==> src/hw/rtl/fpsf_pkg.sv <==
// Shared types, widths and kernel coefficients of the five-point smoothing filter.
`timescale 1ns / 1ps

package fpsf_pkg;

   localparam int SAMPLE_BITS = 16;
   // Largest kernel weight sum is 51, so six bits of growth cover every sum.
   localparam int NUM_BITS    = SAMPLE_BITS + 6;
   localparam int COEF_BITS   = 6;
   localparam int TAPS        = 4;
   localparam int KERNELS     = 5;
   localparam int SLOTS       = 5;
   localparam int COUNT_BITS  = 3;

   localparam logic [COUNT_BITS-1:0] CNT_HEAD = COUNT_BITS'(4);
   localparam logic [COUNT_BITS-1:0] CNT_FULL = COUNT_BITS'(5);

   // Kernel indexes, in the order their results leave the block.
   localparam int K_HEAD0 = 0;
   localparam int K_HEAD1 = 1;
   localparam int K_MID   = 2;
   localparam int K_TAIL1 = 3;
   localparam int K_TAIL0 = 4;

   typedef logic signed [SAMPLE_BITS-1:0] sample_type;
   typedef logic signed [NUM_BITS-1:0]    num_type;
   typedef logic signed [COEF_BITS-1:0]   coef_type;
   typedef coef_type [KERNELS-1:0]        coef_row_type;
   typedef num_type  [KERNELS-1:0]        psum_type;

   // Weights over the window, oldest sample first, scaled by 35.
   localparam coef_type KERNEL_COEF [KERNELS][TAPS+1] = '{
      '{ 6'sd31,  6'sd9,  -6'sd3, -6'sd5,  6'sd3  },
      '{ 6'sd9,   6'sd13,  6'sd12, 6'sd6, -6'sd5  },
      '{-6'sd3,   6'sd12,  6'sd17, 6'sd12,-6'sd3  },
      '{-6'sd5,   6'sd6,   6'sd12, 6'sd13, 6'sd9  },
      '{ 6'sd3,  -6'sd5,  -6'sd3,  6'sd9,  6'sd31 }
   };

   typedef struct packed {
      logic    valid;
      num_type num;
      logic    eor;
      logic    status;
   } slot_type;

   typedef struct packed {
      sample_type smoothed;
      logic       eor;
      logic       status;
   } result_type;

endpackage

==> src/hw/rtl/fpsf_tap_cell.sv <==
// One window tap: holds a sample and adds its weighted share to every kernel sum.
`timescale 1ns / 1ps

module fpsf_tap_cell (
   input  logic                  clock,
   input  logic                  shift,
   input  fpsf_pkg::sample_type  sample_in,
   input  fpsf_pkg::coef_row_type coef,
   input  fpsf_pkg::psum_type    psum_in,
   output fpsf_pkg::sample_type  sample_out,
   output fpsf_pkg::psum_type    psum_out
);

   fpsf_pkg::sample_type tap_ff;
   fpsf_pkg::sample_type tap_in;

   assign tap_in = shift ? sample_in : tap_ff;

   always_ff @(posedge clock) begin
      tap_ff <= tap_in;
   end

   assign sample_out = tap_ff;

   always_comb begin
      for (int k = 0; k < fpsf_pkg::KERNELS; k++) begin
         psum_out[k] = fpsf_pkg::num_type'($signed(psum_in[k]))
                     + fpsf_pkg::num_type'($signed(coef[k]))
                     * fpsf_pkg::num_type'(tap_ff);
      end
   end

endmodule

==> src/hw/rtl/fpsf_slot_cell.sv <==
// One result slot of the drain chain: loads a fresh result or takes its neighbour's.
`timescale 1ns / 1ps

module fpsf_slot_cell (
   input  logic                clock,
   input  logic                reset,
   input  logic                load,
   input  logic                shift,
   input  fpsf_pkg::slot_type  load_entry,
   input  fpsf_pkg::slot_type  next_entry,
   output fpsf_pkg::slot_type  entry
);

   fpsf_pkg::slot_type entry_ff;
   fpsf_pkg::slot_type entry_in;
   logic               valid_ff;
   logic               valid_in;

   always_comb begin
      entry_in = entry_ff;
      valid_in = valid_ff;
      if (load) begin
         entry_in = load_entry;
         valid_in = load_entry.valid;
      end else if (shift) begin
         entry_in = next_entry;
         valid_in = next_entry.valid;
      end
   end

   always_ff @(posedge clock) begin
      if (reset) begin
         valid_ff <= 1'b0;
      end else begin
         valid_ff <= valid_in;
      end
   end

   always_ff @(posedge clock) begin
      entry_ff <= entry_in;
   end

   always_comb begin
      entry       = entry_ff;
      entry.valid = valid_ff;
   end

endmodule

==> src/hw/rtl/fpsf_div35.sv <==
// Rounded divide by 35 with saturation, two pipeline stages ending in the output register.
`timescale 1ns / 1ps

module fpsf_div35 (
   input  logic                 clock,
   input  logic                 reset,
   input  fpsf_pkg::slot_type   in_entry,
   output logic                 in_ready,
   output logic                 out_valid,
   input  logic                 out_ready,
   output fpsf_pkg::result_type out_result
);

   localparam int MAG_BITS   = fpsf_pkg::NUM_BITS;
   localparam int RSHIFT     = MAG_BITS;
   localparam int RECIP_BITS = RSHIFT - 5;
   localparam int PROD_BITS  = MAG_BITS + RECIP_BITS;
   localparam int SB         = fpsf_pkg::SAMPLE_BITS;
   localparam logic [63:0] RECIP_FULL = (64'd1 << RSHIFT) / 64'd35;
   localparam logic [RECIP_BITS-1:0] RECIP = RECIP_FULL[RECIP_BITS-1:0];
   localparam logic [MAG_BITS-1:0] DIVISOR = MAG_BITS'(35);
   localparam logic [MAG_BITS-1:0] HALF    = MAG_BITS'(17);
   localparam logic [MAG_BITS-1:0] POS_MAX = MAG_BITS'((64'd1 << (SB - 1)) - 64'd1);
   localparam logic [MAG_BITS-1:0] NEG_MAX = MAG_BITS'(64'd1 << (SB - 1));
   localparam logic [SB-1:0] SAT_HI = {1'b0, {(SB - 1){1'b1}}};
   localparam logic [SB-1:0] SAT_LO = {1'b1, {(SB - 1){1'b0}}};

   // stage one: magnitude plus half divisor, reciprocal estimate
   logic                 s1_valid_ff, s1_valid_in;
   logic [MAG_BITS-1:0]  m_ff, m_in;
   logic [MAG_BITS-1:0]  q_est_ff, q_est_in;
   logic                 neg_ff, neg_in;
   logic                 s1_eor_ff, s1_status_ff;
   logic                 s1_ready;

   logic [MAG_BITS-1:0]  mag;
   logic [PROD_BITS-1:0] product;

   // stage two: output register
   logic                 out_valid_ff, out_valid_in;
   fpsf_pkg::result_type out_ff, out_in;
   logic                 s2_ready;

   logic [MAG_BITS-1:0]  rem;
   logic [MAG_BITS-1:0]  q_fix;

   assign s2_ready = !out_valid_ff || out_ready;
   assign s1_ready = !s1_valid_ff || s2_ready;
   assign in_ready = s1_ready;

   always_comb begin
      neg_in   = in_entry.num[fpsf_pkg::NUM_BITS-1];
      mag      = neg_in ? MAG_BITS'(-in_entry.num) : MAG_BITS'(in_entry.num);
      m_in     = mag + HALF;
      product  = PROD_BITS'(m_in) * PROD_BITS'(RECIP);
      q_est_in = MAG_BITS'(product[PROD_BITS-1:RSHIFT]);
      s1_valid_in = s1_ready ? in_entry.valid : s1_valid_ff;
   end

   always_ff @(posedge clock) begin
      if (reset) begin
         s1_valid_ff <= 1'b0;
      end else begin
         s1_valid_ff <= s1_valid_in;
      end
   end

   always_ff @(posedge clock) begin
      if (s1_ready && in_entry.valid) begin
         m_ff         <= m_in;
         q_est_ff     <= q_est_in;
         neg_ff       <= neg_in;
         s1_eor_ff    <= in_entry.eor;
         s1_status_ff <= in_entry.status;
      end
   end

   // the estimate is low by at most one; one compare fixes it
   always_comb begin
      rem   = m_ff - MAG_BITS'(q_est_ff * DIVISOR);
      q_fix = (rem >= DIVISOR) ? q_est_ff + MAG_BITS'(1) : q_est_ff;
      out_in.eor    = s1_eor_ff;
      out_in.status = s1_status_ff;
      if (neg_ff) begin
         out_in.smoothed = (q_fix > NEG_MAX) ? SAT_LO : SB'(-q_fix);
      end else begin
         out_in.smoothed = (q_fix > POS_MAX) ? SAT_HI : SB'(q_fix);
      end
      out_valid_in = s2_ready ? s1_valid_ff : out_valid_ff;
   end

   always_ff @(posedge clock) begin
      if (reset) begin
         out_valid_ff <= 1'b0;
      end else begin
         out_valid_ff <= out_valid_in;
      end
   end

   always_ff @(posedge clock) begin
      if (s2_ready && s1_valid_ff) begin
         out_ff <= out_in;
      end
   end

   assign out_valid  = out_valid_ff;
   assign out_result = out_ff;

endmodule

==> src/hw/rtl/five_point_smoothing_filter.sv <==
// Top level of the streaming five-point quadratic smoothing filter.
`timescale 1ns / 1ps

// Five-point quadratic smoother over a stream of signed samples, a sequence closed by
// req_last. A sample that releases at most one result is taken every cycle unless the
// result side holds off. The fifth sample of a sequence releases three results and a
// closing sample three or five; all results drain one per cycle from a five-slot result
// chain while rsp_ready is high, and req_ready stays low until the chain holds one
// result. The first result of a sample passes the slot chain and the two-stage divide
// by 35 before it reaches rsp_valid, the others behind it. A sequence shorter than
// five samples gives one result with rsp_status high, rsp_smoothed zero and
// rsp_end_of_run high. Values are rounded to nearest and saturated to the sample range.

module five_point_smoothing_filter (
   input  logic                      clock,
   input  logic                      reset,
   input  logic                      req_valid,
   output logic                      req_ready,
   input  logic signed [fpsf_pkg::SAMPLE_BITS-1:0] req_sample,
   input  logic                      req_last,
   output logic                      rsp_valid,
   input  logic                      rsp_ready,
   output logic signed [fpsf_pkg::SAMPLE_BITS-1:0] rsp_smoothed,
   output logic                      rsp_end_of_run,
   output logic                      rsp_status
);

   localparam int TAPS    = fpsf_pkg::TAPS;
   localparam int KERNELS = fpsf_pkg::KERNELS;
   localparam int SLOTS   = fpsf_pkg::SLOTS;

   logic                               req_accept;
   logic [fpsf_pkg::COUNT_BITS-1:0]    cnt_ff, cnt_in;
   logic                               cnt_short, cnt_head;

   fpsf_pkg::sample_type   tap_q   [TAPS];
   fpsf_pkg::sample_type   tap_d   [TAPS];
   fpsf_pkg::coef_row_type tap_coef [TAPS];
   fpsf_pkg::psum_type     psum_chain [TAPS+1];
   fpsf_pkg::num_type      kern_sum [KERNELS];

   fpsf_pkg::slot_type     slot_new [SLOTS];
   fpsf_pkg::slot_type     slot_q   [SLOTS+1];
   logic [SLOTS-1:0]       slot_valid;
   logic                   div_ready;
   logic                   pop;
   fpsf_pkg::result_type   result;

   assign req_accept = req_valid && req_ready;
   assign pop        = slot_q[0].valid && div_ready;
   // take a sample only once the chain will hold nothing after this cycle's pop
   assign req_ready  = !slot_q[1].valid && (!slot_q[0].valid || div_ready);

   // window taps, oldest at index zero
   always_comb begin
      for (int p = 0; p < TAPS; p++) begin
         for (int k = 0; k < KERNELS; k++) begin
            tap_coef[p][k] = fpsf_pkg::KERNEL_COEF[k][p];
         end
         tap_d[p] = (p == TAPS - 1) ? req_sample : tap_q[(p + 1) % TAPS];
      end
   end

   assign psum_chain[0] = '0;

   for (genvar p = 0; p < TAPS; p++) begin : g_tap
      fpsf_tap_cell u_tap (
         .clock      (clock),
         .shift      (req_accept),
         .sample_in  (tap_d[p]),
         .coef       (tap_coef[p]),
         .psum_in    (psum_chain[p]),
         .sample_out (tap_q[p]),
         .psum_out   (psum_chain[p+1])
      );
   end

   always_comb begin
      for (int k = 0; k < KERNELS; k++) begin
         kern_sum[k] = fpsf_pkg::num_type'($signed(psum_chain[TAPS][k]))
                     + fpsf_pkg::num_type'(fpsf_pkg::KERNEL_COEF[k][TAPS])
                     * fpsf_pkg::num_type'(req_sample);
      end
   end

   assign cnt_short = cnt_ff < fpsf_pkg::CNT_HEAD;
   assign cnt_head  = cnt_ff == fpsf_pkg::CNT_HEAD;

   always_comb begin
      cnt_in = cnt_ff;
      if (req_accept) begin
         if (req_last) begin
            cnt_in = '0;
         end else if (cnt_short) begin
            cnt_in = cnt_ff + fpsf_pkg::COUNT_BITS'(1);
         end else begin
            cnt_in = fpsf_pkg::CNT_FULL;
         end
      end
   end

   always_ff @(posedge clock) begin
      if (reset) begin
         cnt_ff <= '0;
      end else begin
         cnt_ff <= cnt_in;
      end
   end

   // results released by the sample on offer, in delivery order
   always_comb begin
      for (int s = 0; s < SLOTS; s++) begin
         slot_new[s] = '0;
      end
      if (cnt_short) begin
         if (req_last) begin
            slot_new[0] = '{valid: 1'b1, num: '0, eor: 1'b1, status: 1'b1};
         end
      end else if (cnt_head) begin
         slot_new[0] = '{1'b1, kern_sum[fpsf_pkg::K_HEAD0], 1'b0, 1'b0};
         slot_new[1] = '{1'b1, kern_sum[fpsf_pkg::K_HEAD1], 1'b0, 1'b0};
         slot_new[2] = '{1'b1, kern_sum[fpsf_pkg::K_MID], 1'b0, 1'b0};
         slot_new[3] = '{req_last, kern_sum[fpsf_pkg::K_TAIL1], 1'b0, 1'b0};
         slot_new[4] = '{req_last, kern_sum[fpsf_pkg::K_TAIL0], 1'b1, 1'b0};
      end else begin
         slot_new[0] = '{1'b1, kern_sum[fpsf_pkg::K_MID], 1'b0, 1'b0};
         slot_new[1] = '{req_last, kern_sum[fpsf_pkg::K_TAIL1], 1'b0, 1'b0};
         slot_new[2] = '{req_last, kern_sum[fpsf_pkg::K_TAIL0], 1'b1, 1'b0};
      end
   end

   assign slot_q[SLOTS] = '0;

   for (genvar s = 0; s < SLOTS; s++) begin : g_slot
      fpsf_slot_cell u_slot (
         .clock      (clock),
         .reset      (reset),
         .load       (req_accept),
         .shift      (pop),
         .load_entry (slot_new[s]),
         .next_entry (slot_q[s+1]),
         .entry      (slot_q[s])
      );
      assign slot_valid[s] = slot_q[s].valid;
   end

   fpsf_div35 u_div (
      .clock      (clock),
      .reset      (reset),
      .in_entry   (slot_q[0]),
      .in_ready   (div_ready),
      .out_valid  (rsp_valid),
      .out_ready  (rsp_ready),
      .out_result (result)
   );

   assign rsp_smoothed   = result.smoothed;
   assign rsp_end_of_run = result.eor;
   assign rsp_status     = result.status;

   // slots fill from the head with no gaps
   a_slots_packed : assert property (@(posedge clock) disable iff (reset)
      ((slot_valid + SLOTS'(1)) & slot_valid) == '0)
      else $error("result chain holds a gap");

   a_count_range : assert property (@(posedge clock) disable iff (reset)
      cnt_ff <= fpsf_pkg::CNT_FULL)
      else $error("sample count out of range");

   a_count_clear : assert property (@(posedge clock) disable iff (reset)
      req_accept && req_last |=> cnt_ff == '0)
      else $error("sample count not cleared after closing transaction");

   a_fill_silent : assert property (@(posedge clock) disable iff (reset)
      req_accept && !req_last && cnt_short |=> !slot_valid[0])
      else $error("window fill released a result");

   a_short_result : assert property (@(posedge clock) disable iff (reset)
      rsp_valid && rsp_status |-> rsp_end_of_run && rsp_smoothed == '0)
      else $error("short sequence result malformed");

endmodule

==> config.mk <==
export PLATFORM = sky130hd
export DESIGN_NAME = five_point_smoothing_filter
export DESIGN_NICKNAME = d
export VERILOG_FILES = /design/src/hw/rtl/fpsf_pkg.sv /design/src/hw/rtl/fpsf_tap_cell.sv /design/src/hw/rtl/fpsf_slot_cell.sv /design/src/hw/rtl/fpsf_div35.sv /design/src/hw/rtl/five_point_smoothing_filter.sv
export SDC_FILE = /design/constraint.sdc
export NUM_CORES = 2
export LEC_CHECK = 0
export BUFFER_PORTS_ARGS = -buffer_cell sky130_fd_sc_hd__buf_2
export CAP_MARGIN = 25
export CELL_PAD_IN_SITES_DETAIL_PLACEMENT = 2
export CELL_PAD_IN_SITES_GLOBAL_PLACEMENT = 2
export CORE_MARGIN = 1.5
export CORE_UTILIZATION = 40
export DETAILED_ROUTE_END_ITERATION = 6
export PLACE_DENSITY = 0.75
export SKIP_LAST_GASP = 1
export SYNTH_ARGS = -nofsm -noshare
export SYNTH_HDL_FRONTEND = slang
export SYNTH_SLANG_ARGS = --single-unit
==> constraint.sdc <==
create_clock -name clock -period 17.14 [get_ports clock]
set_clock_uncertainty 0.05 [all_clocks]
set_input_delay 0.857 -clock clock [delete_from_list [all_inputs] [get_ports clock]]
set_output_delay 0.857 -clock clock [all_outputs]
set_load 0.01 [all_outputs]
==> impl_results.md <==
* Status: complete, no violations
* Synth area leaders: fa_1, ha_1, edfxtp_1
* Mapped Area at 53080 sq um
* WP data required at around 17 ns
* Most used DFF post-synth: edfxtp_1
* Met1 usage at between 30% and 40%
* Fin Setup TNS at 0 ns
* Remaining global-route overflow at 0
* Syn nets at slightly above 7k
* Critical setup path kind: register to register
* Rows at between 100 and 150
* Antenna violations before repair at 6
* CP most frequent cell: fa_1
* Total wire length at 187.9 mm
* Initial Util at 40.32%
* CORE AREA at around 130000 sq um
* # hold bufs at CTS at 0
* Post-route minimum period at ~11 ns
* Setup-failing EPs final at 0
* CTS tree: yes
* Final Hold Viols at 0
* Met3 Track Usage GR at between 3 and 4%
* # port buffers at 40
* Post-synthesis async set-or-reset flop share at 0%
* CP Launch Type: register
* Largest net degree at the start of global routing at 72
* Max-slew violations at 0
* Post-synth cell types at 98
* Synth-to-layout area growth at 7.569%
* Die W at 367.3 um
* Vias per cell at 5.348
* Synthesis-stage register bit count at 250
* Tot GR Track Use at around 28%
* Vias in the first global route at between 40k and 50k
* Max Freq at 0.09417 GHz
* Actual slew at the worst max-slew pin at 0.9953 ns
* Setup bufs post-CTS at 0
* Clk buf depth at 3
* Commonest cells in the netlist: inv_1, ha_1, fa_1, xnor2_1, edfxtp_1
* H-tree depth at 2
* Die Outline Area at between 100000 and 150000 sq um
* Slew margin rel. at between 30% and 40%
* Synth area leader: fa_1
* Slowest stage delay, CP at just over 0.8 ns
* Fin crit share at just over 60%
* CTS Buf Count at between 40 and 50
* Nets at between 7k and 8k
* Wire length per cell at between 20 and 30 um
* ANT nets after route at 0
* Post-synth EDFFs at 240
* Critical Path Slowest Stage Cell: edfxtp_1
* Met2 global-route usage at 50.69%
* GPL Wtd Cong at 0.9137
* Height of the die at 367.3 um
* Count leader, synth: inv_1
* Crit end category: register
* Crit path max fanout at 14
* Gate Count Post-Synth at 5470
* CTS root buf: clkbuf_16
* Drt initial violations at 1954
* Worst-Skew Late Latency at 0.64 ns
* DR DRC count at 0
* Reg clk slew, reported paths at 0.06 ns
* Synth Area per Inst at 9.704 sq um
* Global-route wire length before repair at about 290 mm
* Layout cells sized above 1 at 3.981%
* Max-Cap Viols at 0
* Clock sinks at 250
* RSZ-0062 raised after global routing: no
* # resized after CTS at 0
* HP Class: register to register
* DRT Pass-1 Iters at 5
* Dpl hpwl at about 160 mm
* Vias at between 30k and 40k
* Register area share after synthesis at roughly 14%
* Synth warn at 0
* Crit path DAT at 10.91 ns
* Area share of the largest cell type after synthesis at between 30% and 40%
* # IOs at 41
* Gr busiest metal: met2
sequential cells by signal (all words and copies together) (netlist names):
signal and flops:
g_slot.u_slot.entry 116, u_div.s1_status_ff 1, u_div.q_est_ff 17, u_div.out_valid 1, u_div.out_result 18, u_div.s1_valid_ff 1, u_div.neg_ff 1, g_tap.u_tap.sample_out 64
u_div.s1_eor_ff 1, g_slot.u_slot.valid_ff 5, cnt_ff 3, u_div.m_ff 22
logic make-up after synthesis:
logic type	count (synthesis)	share of synthesized area [%]
adder cells (fa/ha/maj)	1709	51.54
AO/OA/AOI/OAI	744	9.153
XOR/XNOR	365	6.063
multiplexers	43	0.8486
AND/OR/NAND/NOR	804	7.392
buffers and inverters	1555	11.04
flip-flops	250	13.96
layout by cell type, fill, tap and decap left out, types with 10 or more instances in the layout:
cell type,Yosys,routed
and3_1,43,43
nand2_1,234,232
a21boi_0,26,26
inv_1,1494,1492
o21ai_0,163,163
or3_1,24,24
a21oi_1,201,201
o211ai_1,16,16
clkbuf_16,0,42
buf_2,5,40
nor3_1,77,77
dfxtp_1,10,10
ha_1,913,912
fa_1,796,796
nand4_1,17,17
edfxtp_1,240,240
o21a_1,30,30
nor2_1,208,208
xor2_1,113,113
mux2i_1,36,36
or2_2,14,14
buf_4,3,53
nand2b_1,28,28
xnor2_1,250,250
o22ai_1,12,12
a22o_1,23,23
or4_1,12,12
a211oi_1,25,25
a31oi_1,23,23
nor2b_1,26,25
nand3_1,54,54
a21o_1,62,62
and2_1,20,20
o21bai_1,32,32
o31ai_1,24,23
stage by stage:
| step | hold WS [ns] | setup WS (ns) | std cells | area (sq um) | util, % |
|---|---|---|---|---|---|
| after CTS | 0.3730 | 6.669 | 7331 | 57080 | 43.37 |
| after global placement | 0.3561 | 7.045 | 7257 | 55640 | 42.27 |
| after floorplan | 0.3503 | 8.298 | 5470 | 53080 | - |
| final | 0.3708 | 6.521 | 7334 | 57100 | 43.38 |
| after global routing | 0.3899 | 6.190 | 7332 | 57090 | 43.37 |
| after detailed placement | 0.3593 | 6.752 | 7257 | 55640 | 42.27 |
layout make-up:
class	instances	area (sq um)
Tap cell	1755	2196
Clock buffer	54	1156
Inverter	1495	5614
Sequential cell	250	7407
Fill cell	14173	74530
Antenna cell	2	5.005
Timing Repair Buffer	93	598.1
Multi-Input combinational cell	3665	39830
Clock inverter	20	285.3
critical path, delay by kind of cell (launching register included):
family | cells | cell delay, ns
buf+inv | 4 | 0.49
flops | 1 | 0.83
compound gates | 13 | 3.31
fa+ha+maj | 9 | 4.35
simple gates | 3 | 0.50
xor+xnor | 2 | 0.81
per-layer routing:
metal | wire (um) | vias up
met1 | 81030 | 20617
met3 | 7212 | 254
li1 | - | 17610
met4 | 5202 | 2
met2 | 94430 | 739
met5 | 15 | -
final timing paths:
kind / slack, ns / depth (start not counted) / end / from
max: 6.52 / 31 / g_slot[2].u_slot.entry[23] / g_tap[1].u_tap.sample_out[0]
max reg2reg: 6.52 / 31 / g_slot[2].u_slot.entry[23] / g_tap[1].u_tap.sample_out[0]
min reg2reg: 0.37 / 0 / u_div.out_result[0] / u_div.s1_status_ff
min: 0.37 / 0 / u_div.out_result[0] / u_div.s1_status_ff
Power is left out: the tool's default activity adds up to more than one toggle a clock period on the data nets, which glitch-free logic cannot reach.
